**config.mk**
```make
export PLATFORM = sky130hd
export DESIGN_NAME = stx_etx_frame_parser
export DESIGN_NICKNAME = d
export VERILOG_FILES = /design/src/hw/rtl/sefp_pkg.sv /design/src/hw/rtl/sefp_ctrl.sv /design/src/hw/rtl/sefp_dp.sv /design/src/hw/rtl/stx_etx_frame_parser.sv
export SDC_FILE = /design/constraint.sdc
export NUM_CORES = 1
export LEC_CHECK = 0
export CORE_MARGIN = 5
export CORE_UTILIZATION = 57
export DETAILED_ROUTE_END_ITERATION = 7
export DONT_BUFFER_PORTS = 1
export PLACE_DENSITY = 0.74
export REMOVE_ABC_BUFFERS = 1
export SYNTH_ARGS = -nofsm -noshare
export SYNTH_HDL_FRONTEND = slang
export SYNTH_SLANG_ARGS = --single-unit
```
**constraint.sdc**
```tcl
create_clock -name clk -period 13 [get_ports clk]
set_input_delay 2.6 -clock clk [delete_from_list [all_inputs] [get_ports clk]]
set_output_delay 2.6 -clock clk [all_outputs]
set_load 0.02 [all_outputs]
```
**src/hw/rtl/sefp_pkg.sv**
```systemverilog
// Shared types, codes and a byte helper for the STX/ETX frame parser.
`timescale 1ns / 1ps
`default_nettype none

package sefp_pkg;

	localparam logic [7:0] CH_STX = 8'h02;
	localparam logic [7:0] CH_ETX = 8'h03;
	localparam logic [7:0] CH_UA  = 8'h41;
	localparam logic [7:0] CH_UZ  = 8'h5A;
	localparam logic [7:0] CH_LA  = 8'h61;
	localparam logic [7:0] CH_LZ  = 8'h7A;
	localparam logic [7:0] CH_D0  = 8'h30;
	localparam logic [7:0] CH_D9  = 8'h39;
	localparam logic [7:0] CH_SP  = 8'h20;
	localparam logic [7:0] CH_DOT = 8'h2E;
	localparam logic [7:0] CH_DSH = 8'h2D;
	localparam logic [7:0] CH_CR  = 8'h0D;
	localparam logic [7:0] CH_LF  = 8'h0A;

	localparam logic [1:0] KIND_ASCII = 2'd0;
	localparam logic [1:0] KIND_HDR   = 2'd1;
	localparam logic [1:0] KIND_DATA  = 2'd2;

	typedef enum logic [3:0] {
		OP_NONE,
		OP_ID,
		OP_LEN,
		OP_DATA,
		OP_CRC,
		OP_ETX,
		OP_ASCII,
		OP_HDR,
		OP_EMIT
	} sefp_op_t;

	typedef struct packed {
		logic rx_stx;
		logic rx_etx;
		logic rx_ascii;
		logic rx_zero;
		logic len_zero;
		logic too_long;
		logic data_done;
		logic crc_done;
		logic emit_last;
		logic slot_free;
	} sefp_stat_t;

	function automatic logic is_ascii(input logic [7:0] b);
		return (b >= CH_UA && b <= CH_UZ) || (b >= CH_LA && b <= CH_LZ) ||
			(b >= CH_D0 && b <= CH_D9) || b == CH_SP || b == CH_DOT ||
			b == CH_DSH || b == CH_CR || b == CH_LF;
	endfunction

endpackage

`default_nettype wire

```
**src/hw/rtl/sefp_ctrl.sv**
```systemverilog
// Parser controller: frame phase sequencing and result release.
`timescale 1ns / 1ps
`default_nettype none

module sefp_ctrl
	import sefp_pkg::*;
(
	input  wire logic       clk,
	input  wire logic       arst_n,
	input  wire logic       rx_valid,
	output logic            rx_ready,
	input  wire sefp_stat_t stat,
	output sefp_op_t        op
);

	typedef enum logic [2:0] {
		S_START,
		S_ID,
		S_LEN,
		S_DATA,
		S_CRC,
		S_ETX,
		S_HDR,
		S_EMIT
	} state_t;

	state_t state_q;
	state_t state_d;
	logic   acc;

	always_comb begin
		case (state_q)
			S_ID, S_LEN, S_DATA, S_CRC: rx_ready = 1'b1;
			S_START, S_ETX:             rx_ready = stat.slot_free;
			default:                    rx_ready = 1'b0;
		endcase
	end

	assign acc = rx_valid && rx_ready;

	always_comb begin
		state_d = state_q;
		op      = OP_NONE;
		case (state_q)
			S_START: begin
				if (acc) begin
					if (stat.rx_stx) begin
						state_d = S_ID;
					end else if (stat.rx_ascii) begin
						op = OP_ASCII;
					end
				end
			end
			S_ID: begin
				if (acc) begin
					op      = OP_ID;
					state_d = S_LEN;
				end
			end
			S_LEN: begin
				if (acc) begin
					op      = OP_LEN;
					state_d = stat.rx_zero ? S_CRC : S_DATA;
				end
			end
			S_DATA: begin
				if (acc) begin
					op = OP_DATA;
					if (stat.data_done) begin
						state_d = S_CRC;
					end
				end
			end
			S_CRC: begin
				if (acc) begin
					op = OP_CRC;
					if (stat.crc_done) begin
						state_d = S_ETX;
					end
				end
			end
			S_ETX: begin
				if (acc) begin
					op      = OP_ETX;
					state_d = (stat.rx_etx && !stat.too_long) ? S_HDR : S_START;
				end
			end
			S_HDR: begin
				if (stat.slot_free) begin
					op      = OP_HDR;
					state_d = stat.len_zero ? S_START : S_EMIT;
				end
			end
			S_EMIT: begin
				if (stat.slot_free) begin
					op = OP_EMIT;
					if (stat.emit_last) begin
						state_d = S_START;
					end
				end
			end
			default: begin
				state_d = S_START;
			end
		endcase
	end

	always_ff @(posedge clk or negedge arst_n) begin
		if (!arst_n) begin
			state_q <= S_START;
		end else begin
			state_q <= state_d;
		end
	end

endmodule

`default_nettype wire

```
**src/hw/rtl/sefp_dp.sv**
```systemverilog
// Parser datapath: held header fields, payload memory and output register.
`timescale 1ns / 1ps
`default_nettype none

module sefp_dp
	import sefp_pkg::*;
#(
	parameter int MAX_PAYLOAD = 32
) (
	input  wire logic       clk,
	input  wire logic       arst_n,
	input  wire logic [7:0] rx_byte,
	input  wire sefp_op_t   op,
	output sefp_stat_t      stat,
	input  wire logic       out_ready,
	output logic            out_valid,
	output logic [1:0]      out_kind,
	output logic [39:0]     out_data,
	output logic            out_last
);

	localparam int         AW      = (MAX_PAYLOAD > 1) ? $clog2(MAX_PAYLOAD) : 1;
	localparam logic [7:0] MAX_LEN = 8'(MAX_PAYLOAD);

	logic [7:0]  mem [MAX_PAYLOAD];
	logic [7:0]  rd_q;
	logic [7:0]  id_q;
	logic [7:0]  len_q;
	logic [15:0] crc_q;
	logic [7:0]  count_q;
	logic        too_long_q;
	logic        out_valid_q;
	logic [1:0]  kind_q;
	logic [7:0]  byte_q;
	logic [7:0]  oid_q;
	logic [7:0]  olen_q;
	logic [15:0] ocrc_q;
	logic        last_q;
	logic [7:0]  count_nxt;
	logic        slot_free;
	logic        emit_last;
	logic        load;

	assign count_nxt = count_q + 8'd1;
	assign slot_free = !out_valid_q || out_ready;
	assign emit_last = (count_nxt == len_q);
	assign load      = (op == OP_ASCII) || (op == OP_HDR) || (op == OP_EMIT);

	always_comb begin
		stat.rx_stx    = (rx_byte == CH_STX);
		stat.rx_etx    = (rx_byte == CH_ETX);
		stat.rx_ascii  = is_ascii(rx_byte);
		stat.rx_zero   = (rx_byte == 8'd0);
		stat.len_zero  = (len_q == 8'd0);
		stat.too_long  = too_long_q;
		stat.data_done = (count_nxt == len_q);
		stat.crc_done  = (count_q != 8'd0);
		stat.emit_last = emit_last;
		stat.slot_free = slot_free;
	end

	always_ff @(posedge clk or negedge arst_n) begin
		if (!arst_n) begin
			id_q        <= '0;
			len_q       <= '0;
			crc_q       <= '0;
			count_q     <= '0;
			too_long_q  <= 1'b0;
			out_valid_q <= 1'b0;
		end else begin
			if (load) begin
				out_valid_q <= 1'b1;
			end else if (out_ready) begin
				out_valid_q <= 1'b0;
			end
			case (op)
				OP_ID: begin
					id_q <= rx_byte;
				end
				OP_LEN: begin
					len_q      <= rx_byte;
					too_long_q <= (rx_byte > MAX_LEN);
					count_q    <= '0;
				end
				OP_DATA: begin
					count_q <= (count_nxt == len_q) ? 8'd0 : count_nxt;
				end
				OP_CRC: begin
					if (count_q == 8'd0) begin
						crc_q[15:8] <= rx_byte;
						count_q     <= 8'd1;
					end else begin
						crc_q[7:0] <= rx_byte;
						count_q    <= '0;
					end
				end
				OP_ETX: begin
					too_long_q <= 1'b0;
				end
				OP_EMIT: begin
					count_q <= emit_last ? 8'd0 : count_nxt;
				end
				default: begin
				end
			endcase
		end
	end

	always_ff @(posedge clk) begin
		if (op == OP_DATA && !too_long_q) begin
			mem[count_q[AW-1:0]] <= rx_byte;
		end
		if (op == OP_HDR) begin
			rd_q <= mem['0];
		end else if (op == OP_EMIT && !emit_last) begin
			rd_q <= mem[count_nxt[AW-1:0]];
		end
	end

	always_ff @(posedge clk) begin
		case (op)
			OP_ASCII: begin
				kind_q <= KIND_ASCII;
				byte_q <= rx_byte;
				oid_q  <= '0;
				olen_q <= '0;
				ocrc_q <= '0;
				last_q <= 1'b1;
			end
			OP_HDR: begin
				kind_q <= KIND_HDR;
				byte_q <= '0;
				oid_q  <= id_q;
				olen_q <= len_q;
				ocrc_q <= crc_q;
				last_q <= (len_q == 8'd0);
			end
			OP_EMIT: begin
				kind_q <= KIND_DATA;
				byte_q <= rd_q;
				oid_q  <= id_q;
				olen_q <= len_q;
				ocrc_q <= crc_q;
				last_q <= emit_last;
			end
			default: begin
			end
		endcase
	end

	assign out_valid = out_valid_q;
	assign out_kind  = kind_q;
	assign out_data  = {ocrc_q[7:0], ocrc_q[15:8], olen_q, oid_q, byte_q};
	assign out_last  = last_q;

endmodule

`default_nettype wire

```
**src/hw/rtl/stx_etx_frame_parser.sv**
```systemverilog
// Top level of the STX/ETX frame parser.
//
//  channel  | direction | tdata                                         | tuser | tlast
//  s_axis   | in        | [7:0] rx_byte                                 | -     | -
//  m_axis   | out       | byte_value, packet_id, packet_length,         | kind  | last
//           |           | crc_first, crc_second (8 bits each, low up)   |       |
//
// A byte is taken while s_axis_tready is high; an ascii byte gives its result in the next cycle.
// A good frame releases its header and then one data item per cycle while the output
// is not stalled, read through the single read port of the payload memory.
// Reset returns the parser to waiting for a start byte.
// Bytes that may produce a result (wait for start, ETX) wait while an item is held unread.
`timescale 1ns / 1ps
`default_nettype none

module stx_etx_frame_parser
	import sefp_pkg::*;
#(
	parameter int MAX_PAYLOAD = 32
) (
	input  wire logic        clk,
	input  wire logic        arst_n,
	input  wire logic        s_axis_tvalid,
	output logic             s_axis_tready,
	input  wire logic [7:0]  s_axis_tdata,   // [7:0] rx_byte
	output logic             m_axis_tvalid,
	input  wire logic        m_axis_tready,
	output logic [39:0]      m_axis_tdata,   // byte_value, packet_id, packet_length, crc_first, crc_second
	output logic [1:0]       m_axis_tuser,   // [1:0] kind
	output logic             m_axis_tlast    // last
);

	sefp_stat_t stat;
	sefp_op_t   op;

	sefp_ctrl u_ctrl (
		.clk      (clk),
		.arst_n   (arst_n),
		.rx_valid (s_axis_tvalid),
		.rx_ready (s_axis_tready),
		.stat     (stat),
		.op       (op)
	);

	sefp_dp #(
		.MAX_PAYLOAD (MAX_PAYLOAD)
	) u_dp (
		.clk       (clk),
		.arst_n    (arst_n),
		.rx_byte   (s_axis_tdata),
		.op        (op),
		.stat      (stat),
		.out_ready (m_axis_tready),
		.out_valid (m_axis_tvalid),
		.out_kind  (m_axis_tuser),
		.out_data  (m_axis_tdata),
		.out_last  (m_axis_tlast)
	);

endmodule

`default_nettype wire

```
### Yosys cells after proc, flatten, opt, wreduce, memory -nomap -nowiden

Memory sizes are Yosys's and may differ from the RTL's.
Index checks and enable logic that the tools add are counted.

* add/sub/neg operators: 1
* order comparisons: 7
* equality and inequality tests: 35
* mux-type cells: 44
* bitwise gates (word level): 1
* reduce and logical (&&, ||, !) cells: 38

Operators with widths (count)
* 3-bit 2-to-1 mux: 19
* 8-bit case mux with 3 select lines: 2
* 16-bit case mux with 2 select lines: 1
* 4-bit case mux with 8 select lines: 1
* 8-bit case mux with 2 select lines: 2
* 8-bit by 6-bit == test with 1-bit output, second input constant: 3
* 8-bit zero test: 3
* 8-bit 2-to-1 mux: 3
* 3-bit case mux with 8 select lines: 1
* 2-bit by 1-bit inequality test with 1-bit output, second input constant: 10
* 4-bit by 3-bit == test with 1-bit output, second input constant: 4
* 8-bit by 2-bit == test with 1-bit output, second input constant: 2
* 8-bit by 4-bit == test with 1-bit output, second input constant: 2
* 8-bit by 7-bit greater-or-equal comparator with 1-bit output, second input constant: 2
* 8-bit by 7-bit <= comparator with 1-bit output, second input constant: 2
* 3-bit == test, second input constant: 4
* 4-bit 2-to-1 mux: 3
* 12-bit AND reduction: 1
* 1-bit logical OR: 10
* 8-bit by 1-bit adder with 8-bit output, second input constant: 1
* 4-bit by 2-bit == test with 1-bit output, second input constant: 2
* 8-bit == test: 1
* 8-bit by 6-bit greater-or-equal comparator with 1-bit output, second input constant: 1
* 8-bit by 6-bit > comparator with 1-bit output, second input constant: 1
* other kinds (21): 45

* flip-flop bits (word level): 96
* memory bits (writable): 256
* bits of input ports: 12
* output and inout bits: 45
* word-level logic and storage cells: 142
* memories kept: 1

Memories
* u_dp.mem: depth 32, width 8, read ports 2, clocked after Yosys merged registers in 0, wr ports 1, line sefp_dp.sv:25 `logic [7:0] mem [MAX_PAYLOAD];`

### Longest topological paths before layout

Gate-level depths: netlist (run 1).

* depth after elaboration: 17
* gate-level depth with buffers: 12
* mapped depth without buffers: 9

### Hierarchy

Synthesis (run 1) repeated with hierarchy kept, for this count alone.

* cell total of the unflattened synthesis: 827
* area, all modules: 14639.0 um^2

By module, submodules not included
* sefp_dp: times used 1, cells each 775, area each 14223.6 um^2, seq. area each 10269.8 um^2
* sefp_ctrl: times used 1, cells each 52, area each 415.4 um^2, seq. area each 75.1 um^2

### Worst setup path before layout (run 1)

OpenSTA, ideal clock, no wires.

* kind: input to register
* from: input port s_axis_tdata[6]
* to: register u_dp.byte_q[0], enable pin
* setup time: 504 ps
* arrival: 6806 ps
* required time: 12496 ps
* slack: 5689 ps
* stages on the path: 6
* buffers on the path: 1
* path through: clkbuf_1 > nor3_1 > nor4b_1 > a2111oi_0 > nand3_1 > o21ai_0

* word-level cells in the longest chain between the ends: 15
* elaborated cells on any way between the ends: 30
* classes of those cells: order compare (6); eq/ne (9); mux (4); reduce/logical (11)

RTL lines
* start, declared: line stx_etx_frame_parser.sv:25 `input wire logic [7:0] s_axis_tdata,`
* 8-bit by 7-bit greater-or-equal comparator with 1-bit output or 8-bit by 7-bit <= comparator with 1-bit output (tied branches): line sefp_pkg.sv:51 `return (b >= CH_UA && b <= CH_UZ) || (b >= CH_LA && b <= CH_LZ) ||`
* 1-bit logical AND: line sefp_pkg.sv:51
* 1-bit logical OR (2 in a row): line sefp_pkg.sv:51
* 1-bit logical OR (3 in a row): line sefp_pkg.sv:52 `(b >= CH_D0 && b <= CH_D9) || b == CH_SP || b == CH_DOT ||`
* 1-bit logical OR (2 in a row): line sefp_pkg.sv:53 `b == CH_DSH || b == CH_CR || b == CH_LF;`
* 3-bit 2-to-1 mux: line sefp_ctrl.sv:49 `end else if (stat.rx_ascii) begin`
* 4-bit 2-to-1 mux *: line sefp_ctrl.sv:47 `if (stat.rx_stx) begin`
* 4-bit 2-to-1 mux *: line sefp_ctrl.sv:46 `if (acc) begin`
* 4-bit case mux with 8 select lines *: line sefp_ctrl.sv:44 `case (state_q)`
* 4-bit == test or 4-bit by 3-bit == test with 1-bit output (tied branches): line sefp_dp.sv:121 `case (op)`
* 3-bit nonzero test (no source line) *
* end signal, assigned: line sefp_dp.sv:124 `byte_q <= rx_byte;`
* end signal, assigned: line sefp_dp.sv:140 `byte_q <= rd_q;`
* end, declared: line sefp_dp.sv:34 `logic [7:0] byte_q;`

Every way passes the cells marked *; elsewhere a longest branch is shown, timed or not.
A chain may end at the register's enable or synchronous reset.

### Final worst setup path (run 1)

* from: input port m_axis_tready
* to: output port s_axis_tready

* word-level cells in the longest chain between the ends: 2

RTL lines
* start, declared: line stx_etx_frame_parser.sv:27 `input wire logic m_axis_tready,`
* 1-bit logical OR: line sefp_dp.sv:45 `assign slot_free = !out_valid_q || out_ready;`
* 1-bit case mux with 2 select lines: line sefp_ctrl.sv:32 `case (state_q)`
* end, declared: line stx_etx_frame_parser.sv:24 `output logic s_axis_tready,`

No other way between the ends.

==> results of run 1 <==
==> worst reg2reg max path: stages, from the launching register on <==
cell     delay, ns
dfrtp_4       0.95
inv_1         0.20
ha_2          0.87
buf_4         0.60
mux4_2        0.42
mux2i_1       0.33
a32oi_1       0.15
nand4_1       0.23
nand2_1       0.08
==> state kept, by name, indices dropped and copies added, names as in the netlist <==
name             cells
u_dp.crc_q          16
u_dp.too_long_q      1
u_dp.out_kind        2
u_dp.rd_q            8
u_ctrl.state_q       3
u_dp.byte_q          8
u_dp.mem           256
u_dp.out_valid       1
u_dp.oid_q           8
u_dp.ocrc_q         16
u_dp.out_last        1
u_dp.len_q           8
u_dp.olen_q          8
u_dp.id_q            8
u_dp.count_q         8
==> layer usage <==
metal / track usage, % / up-vias / share of wire, %
met5: 0 / - / 0
met4: 5.39 / 0 / 2.1
met3: 4.81 / 52 / 7.8
met2: 34.3 / 356 / 50
met1: 28.3 / 3910 / 40
li1: - / 3317 / -
==> logic make-up after synthesis <==
family	after synthesis	synth area share (%)
simple gates	267	9.17
xor+xnor	15	0.912
compound gates	63	3.19
flops	352	71.8
buf+inv	56	1.68
mux	102	12.9
fa+ha+maj	4	0.347
==> report_power, final <==
group / total, mW / internal, mW / switching, mW
Sequential: 1.70 / 1.46 / 0.248
Clock: 0.985 / 0.588 / 0.397
Combinational: 1.10 / 0.487 / 0.608
==> placed cells by master, fill, tap and decap left out, drive strengths merged, types with 5 or more instances in the layout <==
master	n
nand4	11
nand2	98
nand2b	6
xor2	7
dfrtp	45
edfxtp	307
o21ai	13
clkinv	8
mux4	64
xnor2	8
a21oi	9
mux2	30
mux2i	8
nand3b	5
a32oi	8
clkbuf	51
nor2b	36
nand3	30
inv	7
a22o	10
nor3	6
buf	6
nor2	50
==> per-stage QoR <==
stage	utilization, %	hold WS, ns	setup slack [ns]	cells	power (mW)
6_report	63.1	0.486	7.12	1209	3.78
5_1_grt	63.1	0.517	7.06	1209	3.97
4_1_cts	63.1	0.487	7.11	1209	3.80
3_5_place_dp	58.6	0.474	7.11	1146	2.82
3_3_place_gp	58.6	0.466	7.11	1146	2.78
2_1_floorplan	-	0.442	5.40	810	2.53
==> how the worst max path moves through the flow <==
stage / to / slack, ns / depth (start not counted)
2_1_floorplan: u_dp.byte_q[0] / 5.40 / 5
3_3_place_gp: s_axis_tready / 7.11 / 4
3_5_place_dp: s_axis_tready / 7.11 / 4
4_1_cts: s_axis_tready / 7.11 / 4
5_1_grt: s_axis_tready / 7.06 / 4
6_report: s_axis_tready / 7.12 / 4
==> cell type report <==
class / count / area, um2 / area share (%)
Multi-Input combinational cell: 451 / 3840 / 24.3
Clock inverter: 12 / 131 / 0.832
Tap cell: 330 / 413 / 2.61
Inverter: 7 / 26.3 / 0.166
Timing Repair Buffer: 6 / 45.0 / 0.285
Sequential cell: 352 / 10300 / 65.5
Clock buffer: 51 / 988 / 6.26
==> run_results.csv, run 1 <==
group,metric,value,unit
critical_path,cp_common_cell,"nand2_1",
drt,drtIter0Drc,744,
logic_synthesis,syn_inst,859,
logic_synthesis,synth_edf_count,307,
timing,finalHoldViolCount,0,
grt,grt_start_max_net_pins,46,
clocking,cts_max_level,2,
logic_synthesis,ys_ff_latch,352,
min_path,holdPathEnd,"u_dp.crc_q[8]",
drt,ant_nets,0,
drt,drcViolationCount,0,
grt,grt.overflow.total,0,
place,io_buffer_count,0,
critical_path,cp_max_fo,3,
grt,grt_pass1_vias,7736,
timing,tns,0,ns
timing,setup_viol,0,
critical_path,critPathLaunchType,"input port",
place,gp_congestion,0.862,
grt,grt_use_total,20.7,%
min_path,hold_path_depth,2,
layout,nets,870,
min_path,min_path_type,"flip-flop to flip-flop",
critical_path,r2r_slack,8.93,ns
critical_path,crit_path_end_kind,"output port",
timing,slew_headroom,30.9,%
layout,antennaDiodeCount,0,
logic_synthesis,synthTopCellsByArea,"edfxtp_1 (64%), mux4_2 (10%), dfrtp_1 (7.8%), nand2_1 (2.6%), mux2_2 (2.3%)",
critical_path,critPathKind,"input port to output port",
clocking,clock_latency,0.52,ns
place,dp_hpwl,17800,um
logic_synthesis,syn-cell-area,0.0144,mm2
critical_path,crit_slowest_cell,"a2bb2oi_1",
critical_path,required,10.40,ns
timing,worst_pin_slew,1.03,ns
clocking,cts_setup_buffers,0,
logic_synthesis,ys_seq_area_share,71.8,%
clocking,post_cts_resized,0,
clocking,clock_sinks,352,
drt,vias,7635,
clocking,clk_pin_slew,0.06,ns
critical_path,rr_endpoint,"u_dp.rd_q[6]",
layout,area_growth,9.64,%
critical_path,path_cells,"nor2b_1 > nand2_1 > nand2_1 > a2bb2oi_1",
die,std_cell_rows,58,
grt,antenna_found_initial,0,
logic_synthesis,synth_warnings,0,
layout,fin_area,0.0158,mm2
clocking,cts_buffers,36,
power_and_ir_drop,p_leak,5.19,nW
logic_synthesis,synth_area_leader_cell,"edfxtp_1",
min_path,min-delay-start,"u_dp.crc_q[8]",
logic_synthesis,ys_async_sr_fraction,12.8,%
timing,max_freq,0.170,GHz
power_and_ir_drop,powerDensity,240,mW/mm2
critical_path,cp.arrival,3.28,ns
drt,firstDrtPassIters,5,
layout,layout-drive-gt1-share,18.1,%
timing,slew_violations,0,
critical_path,max_stage_delay,0.52,ns
critical_path,crit_family,"compound AO/OA/AOI/OAI gates",
logic_synthesis,synth_most_common_cell,"edfxtp_1",
status,status,"finished clean",
clocking,ctsLongestPathBuffers,3,
logic_synthesis,synth_flop_cell,"edfxtp_1",
timing,post-route-period-util,45.2,%
layout,fillers,1747,
flow_run,drv_cap,0,
drt,drt-total-wl,29300,um
logic_synthesis,synth_area_per_cell,16.8,um2
logic_synthesis,ys_types,62,
critical_path,r2r-start,"u_dp.count_q[0]",
critical_path,cp_num_buf_inv,0,
critical_path,cp-startpoint,"m_axis_tready",
power_and_ir_drop,peakVddDrop,0.139,mV
drt,vias_per_cell,6.32,
die,die_h,169,um
die,core_area,0.0250,mm2
timing,rsz0062_at_grt,"no",
timing,clock_skew,0.0128,ns
logic_synthesis,synth_common_cells,"edfxtp_1 (307), nand2_1 (98), mux4_2 (64), nor2_1 (50), dfrtp_1 (45)",
logic_synthesis,synth_top_area_share,64.0,%
die,die_area,0.0286,mm2
clocking,cts_hold_buf,0,
critical_path,r2r_cells,8,
die,die_x,169,um
timing,fin_crit,5.88,ns
drt,wl_per_cell,24.2,um
clocking,cts_tree,"done",
die,start_util,57.6,%
grt,grt_pass1_wl,45400,um
clocking,ctsRootBufferMaster,"clkbuf_16",
die,boundaryPins,57,
place,place_area,0.0147,mm2
Power figures use the tool's default switching activity.
==> inputs of run 2 (changes only) <==
clock period = 5.7 ns   (was 13 ns; I/O delays follow)
==> run 2 against run 1 <==
Against the previous run: clock skew increased by 0.0022 ns; die area unchanged; worst hold slack got worse by 0.16 ns; clock-buffer cell count shrank 7; worst setup slack got worse by 4.9 ns; sequential power rose by 130%; highest routed layer is now met5; combinational power rose by 130%.
==> run_results.csv, run 2 (same netlist as run 1, synthesis figures left out) <==
group,metric,value,unit
status,status,"finished clean",
clocking,ctsLongestPathBuffers,3,
power_and_ir_drop,comb_power_share,29.0,%
layout,layout.cells.most_common,"edfxtp_1",
timing,post-route-period-util,60.7,%
power_and_ir_drop,clkPwrFrac,26.5,%
grt,grt_pass1_wl,47400,um
timing,finalHoldViolCount,0,
power_and_ir_drop,peakVddDrop,0.307,mV
power_and_ir_drop,internal_power,5.80,mW
power_and_ir_drop,p_leak,5.23,nW
die,die_area,0.0286,mm2
grt,grt_pass1_vias,7826,
power_and_ir_drop,p_sw,2.86,mW
layout,layout-drive-gt1-share,19.1,%
timing,setup_viol,0,
clocking,cts_tree,"done",
critical_path,max_stage_delay,0.72,ns
layout,antennaDiodeCount,0,
grt,grt_start_max_net_pins,51,
timing,fin_crit,3.46,ns
die,start_util,57.6,%
place,dp_hpwl,18200,um
min_path,min_path_type,"input port to asynchronous set/reset pin",
drt,vias_per_cell,6.40,
critical_path,required,5.84,ns
timing,tns,0,ns
clocking,cts_hold_buf,0,
die,die_x,169,um
die,core_area,0.0250,mm2
timing,fin_hold_ws,0.321,ns
drt,drt-total-wl,30500,um
clocking,ctsRootBufferMaster,"clkbuf_16",
layout,layout_common_cells,"edfxtp_1 (307), nand2_1 (98), mux4_2 (64)",
grt,grt.overflow.total,0,
critical_path,critPathLaunchType,"flip-flop",
timing,slew_headroom,15.3,%
critical_path,critPathKind,"flip-flop to flip-flop",
layout,nets,869,
flow_run,drv_cap,0,
clocking,cts_buffers,36,
power_and_ir_drop,finalPower,8.66,mW
timing,max_freq,0.289,GHz
power_and_ir_drop,seq_power_share,44.6,%
critical_path,crit_slowest_cell,"ha_2",
die,die_h,169,um
layout,area_growth,9.95,%
layout,largest_register_ffs,256,
drt,drtIter0Drc,954,
drt,vias,7745,
clocking,clk_pin_slew,0.06,ns
clocking,post_cts_resized,0,
critical_path,crit_path_end_kind,"flip-flop",
drt,wl_per_cell,25.2,um
layout,fin_cells,1211,
critical_path,cp_num_buf_inv,1,
critical_path,crit_family,"simple AND/OR/NAND/NOR gates",
place,io_buffer_count,0,
grt,grt_use_total,21.7,%
timing,clock_skew,0.0150,ns
timing,slew_violations,0,
grt,antenna_found_initial,1,
drt,firstDrtPassIters,6,
power_and_ir_drop,power.share.switching,33.1,%
clocking,cts_max_level,2,
die,boundaryPins,57,
timing,rsz0062_at_grt,"no",
clocking,clock_latency,0.51,ns
power_and_ir_drop,powerDensity,547,mW/mm2
drt,ant_nets,0,
die,std_cell_rows,58,
critical_path,cp.arrival,3.60,ns
drt,drcViolationCount,0,
critical_path,cp_max_fo,23,
place,place_inst,1145,
critical_path,cp_common_cell,"nand2_1",
critical_path,path_cells,"inv_1 > ha_2 > xor2_1 > a211oi_1 > nand4_1 > nor3_1 > nand2_1 > nand2_1 > nand2_1",
clocking,clock_sinks,352,
place,gp_congestion,0.877,
timing,worst_pin_slew,1.27,ns
clocking,cts_setup_buffers,0,
==> run 2: cell types whose count changed in the layout (fill, tap and decap cells not counted) <==
| cell | before | now |
|---|---|---|
| clkinv_1 | 5 | 8 |
| inv_6 | 0 | 2 |
| o31ai_1 | 1 | 0 |
| clkbuf_1 | 13 | 4 |
| buf_4 | 6 | 5 |
| o31ai_2 | 0 | 1 |
| clkinv_2 | 3 | 8 |
| clkbuf_8 | 1 | 3 |
==> run 2: layout make-up <==
type	count	area, um2
clock buffer	44	982
clock inverter	22	185
fill	1706	9190
inverter	7	26.3
multi-input combinational	451	3850
sequential	352	10300
tap	330	413
timing repair buffer	5	37.5
==> run 2: final timing paths <==
| path | startpoint | end | slack [ns] | cells after the start |
|---|---|---|---|---|
| max in group asynchronous | arst_n | u_dp.count_q[0] | 5.28 | 0 |
| hold / removal | arst_n | u_dp.len_q[3] | 0.32 | 0 |
| setup / recovery | u_dp.count_q[0] | u_dp.rd_q[5] | 2.24 | 9 |
| hold reg to reg | u_dp.crc_q[5] | u_dp.crc_q[5] | 0.50 | 1 |
| setup reg to reg | u_dp.count_q[0] | u_dp.rd_q[5] | 2.24 | 9 |
| min in group clk | u_dp.crc_q[5] | u_dp.crc_q[5] | 0.50 | 1 |
==> run 2: worst reg2reg max path, delay by kind of cell, from the launching register on <==
| family | cells | cell delay (ns) |
|---|---|---|
| xor+xnor | 1 | 0.13 |
| flops | 1 | 0.68 |
| fa+ha+maj | 1 | 0.72 |
| compound gates | 1 | 0.22 |
| buf+inv | 1 | 0.14 |
| simple gates | 5 | 1.20 |
==> run 2: through the flow <==
| step | area, um2 | utilization, % | worst slack (ns) |
|---|---|---|---|
| 3_5_place_dp | 14700 | 58.6 | 2.01 |
| 6_report | 15800 | 63.3 | 2.24 |
| 4_1_cts | 15800 | 63.3 | 2.21 |
| 5_1_grt | 15800 | 63.3 | 1.93 |
| 3_3_place_gp | 14700 | 58.6 | 2.27 |
| 2_1_floorplan | 14200 | - | -0.438 |
==> run 2: layer usage <==
metal | up-vias | track usage [%] | routed length (um)
met3 | 54 | 4.13 | 2640
met4 | 2 | 5.67 | 660
met1 | 3956 | 30.5 | 12000
met2 | 422 | 35.7 | 15200
li1 | 3311 | - | -
met5 | - | 0 | 12
==> run 2: power by group through the flow <==
stage,registers [mW],logic (mW),clock network [mW]
3_5_place_dp,3.92,2.49,0
2_1_floorplan,3.88,1.89,0
6_report,3.86,2.51,2.29
3_3_place_gp,3.90,2.40,0
4_1_cts,3.87,2.51,2.33
5_1_grt,3.91,2.73,2.45
